===== config.mk =====
export PLATFORM = sky130hd
export DESIGN_NAME = key_press_event_classifier
export DESIGN_NICKNAME = d
export VERILOG_FILES = /design/src/hdl/kpec_pkg.sv /design/src/hdl/key_press_event_classifier.sv /design/src/hdl/kpec_update.sv
export SDC_FILE = /design/constraint.sdc
export NUM_CORES = 1
export LEC_CHECK = 0
export ABC_CLOCK_PERIOD_IN_PS = 10500
export BUFFER_PORTS_ARGS = -buffer_cell sky130_fd_sc_hd__buf_2
export CORE_MARGIN = 2
export CORE_UTILIZATION = 65
export DETAILED_ROUTE_END_ITERATION = 7
export PLACE_DENSITY = 0.83
export RECOVER_POWER = 100
export SYNTH_ARGS = -nofsm -noshare
export SYNTH_HDL_FRONTEND = slang
export SYNTH_SLANG_ARGS = --single-unit

===== constraint.sdc =====
create_clock -name i_clk -period 10.5 [get_ports i_clk]
set_input_delay 1.575 -clock i_clk [delete_from_list [all_inputs] [get_ports i_clk]]
set_output_delay 1.575 -clock i_clk [all_outputs]
set_load 0.03 [all_outputs]

===== src/hdl/kpec_pkg.sv =====
// Types and constants shared by the key press event classifier.
package kpec_pkg;

    localparam logic [1:0] CLS_RELEASE = 2'd0;
    localparam logic [1:0] CLS_CLICK   = 2'd1;
    localparam logic [1:0] CLS_KEEP    = 2'd2;
    localparam logic [1:0] CLS_LONG    = 2'd3;

    localparam logic CFG_LONG_PRESS_TIME = 1'b0;
    localparam logic CFG_NOTIFY_ENABLE   = 1'b1;

    localparam int CFG_DATA_W = 16;

    typedef struct packed {
        logic [2:0]  key_index;
        logic        key_level;
        logic [31:0] time_now;
    } t_in_item;

    typedef struct packed {
        logic [2:0] key_echo;
        logic       rising_edge;
        logic       falling_edge;
        logic       toggle_state;
        logic [1:0] event_class;
        logic       report_press;
        logic       report_long;
        logic       report_release;
    } t_out_item;

    typedef struct packed {
        logic        level;
        logic        toggle;
        logic [31:0] press_time;
        logic [1:0]  cls;
    } t_key_rec;

    typedef struct packed {
        logic        key_ok;
        logic        notify_en;
        logic [15:0] long_press_time;
    } t_upd_ctl;

endpackage


===== src/hdl/key_press_event_classifier.sv =====
// Top level of the key press event classifier: record memory and pipeline.
//
// Usage: each input item is one sample of one key (index, level, ms tick).
// The block answers every accepted item with exactly one result item, in
// order. Both channels use valid/stall; an item moves on a clock edge with
// valid high and stall low.
// The memory read happens at the edge that accepts an item; the update result
// is then registered in the output register, which presents it.
// Throughput: one item per cycle while the receiver does not stall. Samples
// of the same key may follow each other back to back; the record written by
// the previous item is forwarded around the registered memory read.
// Per-key records sit in one synchronous memory of NUM_KEYS entries; per-entry
// valid bits make unwritten entries read as the reset record, so no clearing
// pass is needed and items are taken from the first cycle after reset.
// Reset (synchronous, active low) empties the pipeline, restores
// long_press_time to 500 and notify_enable to 0.
// When the receiver stalls, the output register holds its item; the input
// stalls in the same cycle if the update stage holds an item too, otherwise
// one more item enters the update stage first.
module key_press_event_classifier #(
    parameter int NUM_KEYS = 8
) (
    input  logic                                i_clk,
    input  logic                                i_rst_n,
    input  logic                                i_cfg_we,
    input  logic                                i_cfg_idx,
    input  logic [kpec_pkg::CFG_DATA_W-1:0]     i_cfg_data,
    input  logic                                i_in_valid,
    output logic                                o_in_stall,
    input  kpec_pkg::t_in_item                  i_in_data,
    output logic                                o_out_valid,
    input  logic                                i_out_stall,
    output kpec_pkg::t_out_item                 o_out_data
);
    import kpec_pkg::*;

    localparam int AW = (NUM_KEYS > 1) ? $clog2(NUM_KEYS) : 1;

    logic [15:0]         r_long_press_time;
    logic [7:0]          r_notify_enable;

    t_key_rec            mem [NUM_KEYS];
    logic [NUM_KEYS-1:0] r_ent_valid;

    logic                r_s1_valid;
    t_in_item            r_s1_item;
    logic                r_s1_ok;
    logic [AW-1:0]       r_s1_addr;
    t_key_rec            r_rd_rec;
    logic                r_rd_vld;
    logic                r_fwd_hit;
    t_key_rec            r_fwd_rec;

    logic                r_out_valid;
    t_out_item           r_out_item;

    logic [63:0]         in_idx_wide;
    logic [AW-1:0]       rd_addr;
    logic                in_ok;
    logic                s1_adv;
    logic                load_s1;
    logic                in_accept;
    logic                wr_en;
    t_key_rec            cur_rec;
    t_key_rec            new_rec;
    t_out_item           result;
    t_upd_ctl            upd_ctl;

    // configuration registers
    always_ff @(posedge i_clk) begin
        if (!i_rst_n) begin
            r_long_press_time <= 16'd500;
            r_notify_enable   <= 8'd0;
        end else if (i_cfg_we) begin
            unique case (i_cfg_idx)
                CFG_LONG_PRESS_TIME: r_long_press_time <= i_cfg_data;
                CFG_NOTIFY_ENABLE:   r_notify_enable   <= i_cfg_data[7:0];
                default: ;
            endcase
        end
    end

    always_comb begin
        in_idx_wide = 64'(i_in_data.key_index);
        rd_addr     = in_idx_wide[AW-1:0];
        in_ok       = 32'(i_in_data.key_index) < 32'(NUM_KEYS);
        s1_adv      = !r_out_valid || !i_out_stall;
        load_s1     = !r_s1_valid || s1_adv;
        in_accept   = i_in_valid && load_s1;
        wr_en       = r_s1_valid && r_s1_ok && s1_adv;
        o_in_stall  = !load_s1;
    end

    // record seen by the update: forwarded write, stored entry or reset record
    always_comb begin
        if (r_fwd_hit) begin
            cur_rec = r_fwd_rec;
        end else if (r_rd_vld) begin
            cur_rec = r_rd_rec;
        end else begin
            cur_rec = '0;
        end
        upd_ctl.key_ok          = r_s1_ok;
        upd_ctl.notify_en       = r_notify_enable[r_s1_item.key_index];
        upd_ctl.long_press_time = r_long_press_time;
    end

    kpec_update u_update (
        .i_item   (r_s1_item),
        .i_rec    (cur_rec),
        .i_ctl    (upd_ctl),
        .o_rec    (new_rec),
        .o_result (result)
    );

    // record memory: write port and registered read port
    always_ff @(posedge i_clk) begin
        if (wr_en) begin
            mem[r_s1_addr] <= new_rec;
        end
        if (in_accept) begin
            r_rd_rec <= mem[rd_addr];
        end
    end

    always_ff @(posedge i_clk) begin
        if (!i_rst_n) begin
            r_ent_valid <= '0;
        end else if (wr_en) begin
            r_ent_valid[r_s1_addr] <= 1'b1;
        end
    end

    // update stage
    always_ff @(posedge i_clk) begin
        if (!i_rst_n) begin
            r_s1_valid <= 1'b0;
        end else if (load_s1) begin
            r_s1_valid <= i_in_valid;
        end
    end

    always_ff @(posedge i_clk) begin
        if (in_accept) begin
            r_s1_item <= i_in_data;
            r_s1_ok   <= in_ok;
            r_s1_addr <= rd_addr;
            r_rd_vld  <= in_ok && r_ent_valid[rd_addr];
            // same-key write at this edge is missed by the read
            r_fwd_hit <= wr_en && (r_s1_addr == rd_addr);
            r_fwd_rec <= new_rec;
        end
    end

    // output register
    always_ff @(posedge i_clk) begin
        if (!i_rst_n) begin
            r_out_valid <= 1'b0;
        end else if (s1_adv) begin
            r_out_valid <= r_s1_valid;
        end
    end

    always_ff @(posedge i_clk) begin
        if (s1_adv) begin
            r_out_item <= result;
        end
    end

    assign o_out_valid = r_out_valid;
    assign o_out_data  = r_out_item;

endmodule


===== src/hdl/kpec_update.sv =====
// Per-key record update: edge detection, toggle, hold timing and event class.
module kpec_update (
    input  kpec_pkg::t_in_item  i_item,
    input  kpec_pkg::t_key_rec  i_rec,
    input  kpec_pkg::t_upd_ctl  i_ctl,
    output kpec_pkg::t_key_rec  o_rec,
    output kpec_pkg::t_out_item o_result
);
    import kpec_pkg::*;

    logic        now;
    logic        rise;
    logic        fall;
    logic        tog;
    logic [31:0] press_t;
    logic [31:0] hold;
    logic        is_long;
    logic [1:0]  cls;
    logic [1:0]  cls_final;

    always_comb begin
        now     = i_item.key_level;
        rise    = now && !i_rec.level;
        fall    = !now && i_rec.level;
        tog     = rise ? ~i_rec.toggle : i_rec.toggle;
        press_t = rise ? i_item.time_now : i_rec.press_time;
        // wrapping difference; zero on a press
        hold    = i_item.time_now - press_t;
        is_long = hold >= {16'd0, i_ctl.long_press_time};

        cls = i_rec.cls;
        if (rise) begin
            cls = tog ? CLS_KEEP : CLS_CLICK;
        end
        if (fall) begin
            cls = is_long ? CLS_LONG : CLS_CLICK;
        end
        if (now && is_long) begin
            cls = CLS_LONG;
        end
        cls_final = now ? cls : CLS_RELEASE;

        o_rec.level      = now;
        o_rec.toggle     = tog;
        o_rec.press_time = press_t;
        o_rec.cls        = cls_final;

        o_result = '0;
        o_result.key_echo = i_item.key_index;
        if (i_ctl.key_ok) begin
            o_result.rising_edge    = rise;
            o_result.falling_edge   = fall;
            o_result.toggle_state   = tog;
            o_result.event_class    = cls_final;
            o_result.report_press   = i_ctl.notify_en && rise;
            // long report looks at the class before a release clears it
            o_result.report_long    = i_ctl.notify_en && !rise && (cls == CLS_LONG);
            o_result.report_release = i_ctl.notify_en && fall;
        end
    end

endmodule


==> reports/metrics.yaml <==
global_routing:
  grt_pass1_wl_um: 65100
  overflow: 0
  antenna_found_initial: 1
  grtUsageTotal: 0.281
  grt_pass1_vias: 11110
  grt_max_degree: 62
clock_tree:
  clockRootBuffer: "clkbuf_16"
  cts.clk_slew.worst_paths_ps: 60
  clk_path_buf_depth: 3
  holdBufCountCts: 0
  cts_buffers: 43
  cts_setup_buffers: 0
  cts.sinks: 443
  cts_tree: "built"
  clkLatencyLatePin_ps: 540
  htreeDepth: 2
  post_cts_resized: 0
worst_setup_path:
  path_class: "reg -> reg"
  cp_cell_sequence: "a21boi_0, nand2_2, clkbuf_1, o21ai_0, ha_1, nor2b_1, o211ai_1, o311ai_0, a41oi_1, and2_0, o21ai_0, xor2_1, ha_1, nand4_1, nor2_1, a32o_1, nor4_1, nand4b_1, nor4_1, o2111ai_1, nor4b_1, nand4_1, o21a_1"
  start_kind: "flop"
  cp_slowest_cell: "clkbuf_1"
  end_kind: "flop"
  slowest_delay_ps: 1330
  arrival_ps: 8020
  crit_required_ps: 10740
  critical_path.max_fanout: 39
layout:
  area_delta_synth_final_pct: 11.0
  layout_common_cells: "edfxtp_1, nand2_1, mux4_2"
  nNetsFinal: 1396
  final_layout_size_suffix_gt1_frac: 0.183
  layout_commonest_cell: "edfxtp_1"
timing:
  setup_violations: 0
  rsz0062_at_grt: "no"
  fin_skew_ps: 16.8
  fin_setup_tns_ps: 0
  hold_violations: 0
  drv_slew: 569
  fmax_ghz: 0.128
  relSlewSlack: -1.28
  tightest_slew_ps: 3420
  post-route-period-util: 0.742
  post-route-min-period_ps: 7790
run_status:
  status: "complete, but fails checks"
  violations: "max-capacitance violations, max-slew violations"
pwr:
  p_per_area_mw_per_mm2: 191
  cellLeakagePower_nw: 7.32
  netSwitchingFraction: 0.237
  vdd_drop_max_v: 0.000140
  p_clk_frac: 0.373
  switchingPower_mw: 0.963
  intPower_mw: 3.11
  p_seq_frac: 0.503
  p_total_mw: 4.07
  comb_power_share: 0.124
routing:
  ant_nets: 0
  first_pass_iters: 5
  drc: 0
  wire_per_inst_um: 25.0
  drt_iter0_drc: 1291
  viasPerCell: 6.59
  vias: 11257
  routed_wl_um: 42700
yosys:
  seq_area_frac_synth: 0.674
  synthFlopType: "edfxtp_1"
  syn_inst: 1216
  ys_ff_latch: 443
  syn-cell-area_mm2: 0.0192
  synthesis.nets: 1320
  ys.warnings.count: 0
  synth.distinct_cells: 69
  async_flop_share: 0
  synth_edf_count: 409
  synth_area_per_cell_um2: 15.8
worst_hold_path:
  min_path_type: "reg -> reg"
floorplanning:
  fp.dieW_um: 176
  die_area_mm2: 0.0310
  coreArea_mm2: 0.0289
  start_util: 0.665
  die_y_um: 176
  rows: 62
  io_pins: 71
job:
  drv_cap: 17
placed_design:
  place_congestion: 0.917
  hpwl_um: 25700
  portBuffers: 70
[stage by stage]
step	hold WS (ps)	instance area [um^2]	util	std cells	worst slack [ps]
after global routing	478	21300	0.737	1708	2060
after CTS	467	21400	0.741	1708	3810
final	468	21300	0.737	1709	2710
after floorplan	424	19200	-	1216	3170
after detailed placement	452	20100	0.693	1631	3870
after global placement	441	20100	0.693	1631	4120
[power by group through the flow]
stage / logic, mW / registers (mW) / clock network, mW
after global placement: 0.484 / 2.08 / 0
after CTS: 0.500 / 2.04 / 1.53
after global routing: 0.554 / 2.05 / 1.60
after floorplan: 0.352 / 2.08 / 0
after detailed placement: 0.495 / 2.08 / 0
final: 0.506 / 2.05 / 1.52
[state kept, by name (all words and copies together) (netlist names)]
register / flops
r_rd_vld: 1
r_s1_addr: 3
r_notify_enable: 8
o_out_data: 11
r_fwd_rec: 36
r_long_press_time: 16
o_out_valid: 1
r_s1_valid: 1
mem: 288
r_rd_rec: 36
r_s1_item: 33
r_fwd_hit: 1
r_ent_valid: 8
[synth_stat cells, types with 4 or more instances]
cell type	count	area (um^2)
nand2_1	80	300
nor3_1	11	55.1
a21o_1	10	75.1
nor4_1	5	31.3
xor2_1	14	123
nand4_1	15	93.8
mux4_2	76	1710
a21boi_0	20	150
and2_1	5	31.3
mux2_2	37	417
a22oi_1	4	30.0
nand3_1	15	75.1
or3_1	5	31.3
a221oi_1	5	43.8
nor2_1	42	158
mux2i_1	5	50.1
o21a_1	23	173
o211ai_1	17	128
nand3b_1	4	30.0
edfxtp_1	409	12300
or2_2	4	25.0
buf_1	13	48.8
inv_1	52	195
nor2b_1	12	75.1
a221o_1	26	260
a211oi_1	4	30.0
ha_1	45	563
nand2b_1	5	31.3
and3_1	4	25.0
clkbuf_1	44	165
a21oi_1	44	220
o31ai_1	8	60.1
dfxtp_1	34	681
xnor2_1	12	105
o21ai_0	49	245
[worst paths after layout]
path	start	endpoint	slack, ps	depth (start not counted)
max reg2reg	r_s1_item[32]$_DFFE_PP_	mem[7][1]$_DFFE_PP_	2710	23
max	r_s1_item[32]$_DFFE_PP_	mem[7][1]$_DFFE_PP_	2710	23
min	r_ent_valid[3]$_SDFFE_PN0P_	r_ent_valid[3]$_SDFFE_PN0P_	470	1
min reg2reg	r_ent_valid[3]$_SDFFE_PN0P_	r_ent_valid[3]$_SDFFE_PN0P_	470	1
[kinds of logic after synthesis]
logic type | count (synthesis) | synth area share
AOI/OAI and AO/OA | 249 | 0.0905
xor gates and xnor gates | 26 | 0.0118
adders and majority gates | 46 | 0.0303
buffers and inverters | 112 | 0.0223
DFF | 443 | 0.674
muxes | 118 | 0.113
and+or+nand+nor | 222 | 0.0576
[per-layer routing]
layer  part of all wire  up-vias  track usage  routed length, um
li1                   -     4985            -                  -
met1               0.42     5620        0.415              17800
met2               0.47      564        0.446              20000
met3              0.086       88       0.0429               3690
met4              0.028        0       0.0782               1200
met5                  0        -            0                  0
[worst max-delay path: cells and delay by family, from the launching register on]
kind	cells	cell delay, ps
DFF	1	580
xor gates and xnor gates	1	230
AOI/OAI and AO/OA	9	2320
adders and majority gates	2	680
and+or+nand+nor	10	2340
buffers and inverters	1	1330
[cell type report]
| class | count | area, um^2 |
|---|---|---|
| clock inverter | 20 | 189 |
| multi-input combinational | 661 | 5880 |
| clock buffer | 57 | 1200 |
| tap | 384 | 480 |
| antenna | 1 | 2.50 |
| sequential | 443 | 13000 |
| inverter | 53 | 199 |
| timing repair buffer | 90 | 422 |
| fill | 1676 | 7600 |
No activity file was read; power rests on OpenSTA's default activity.
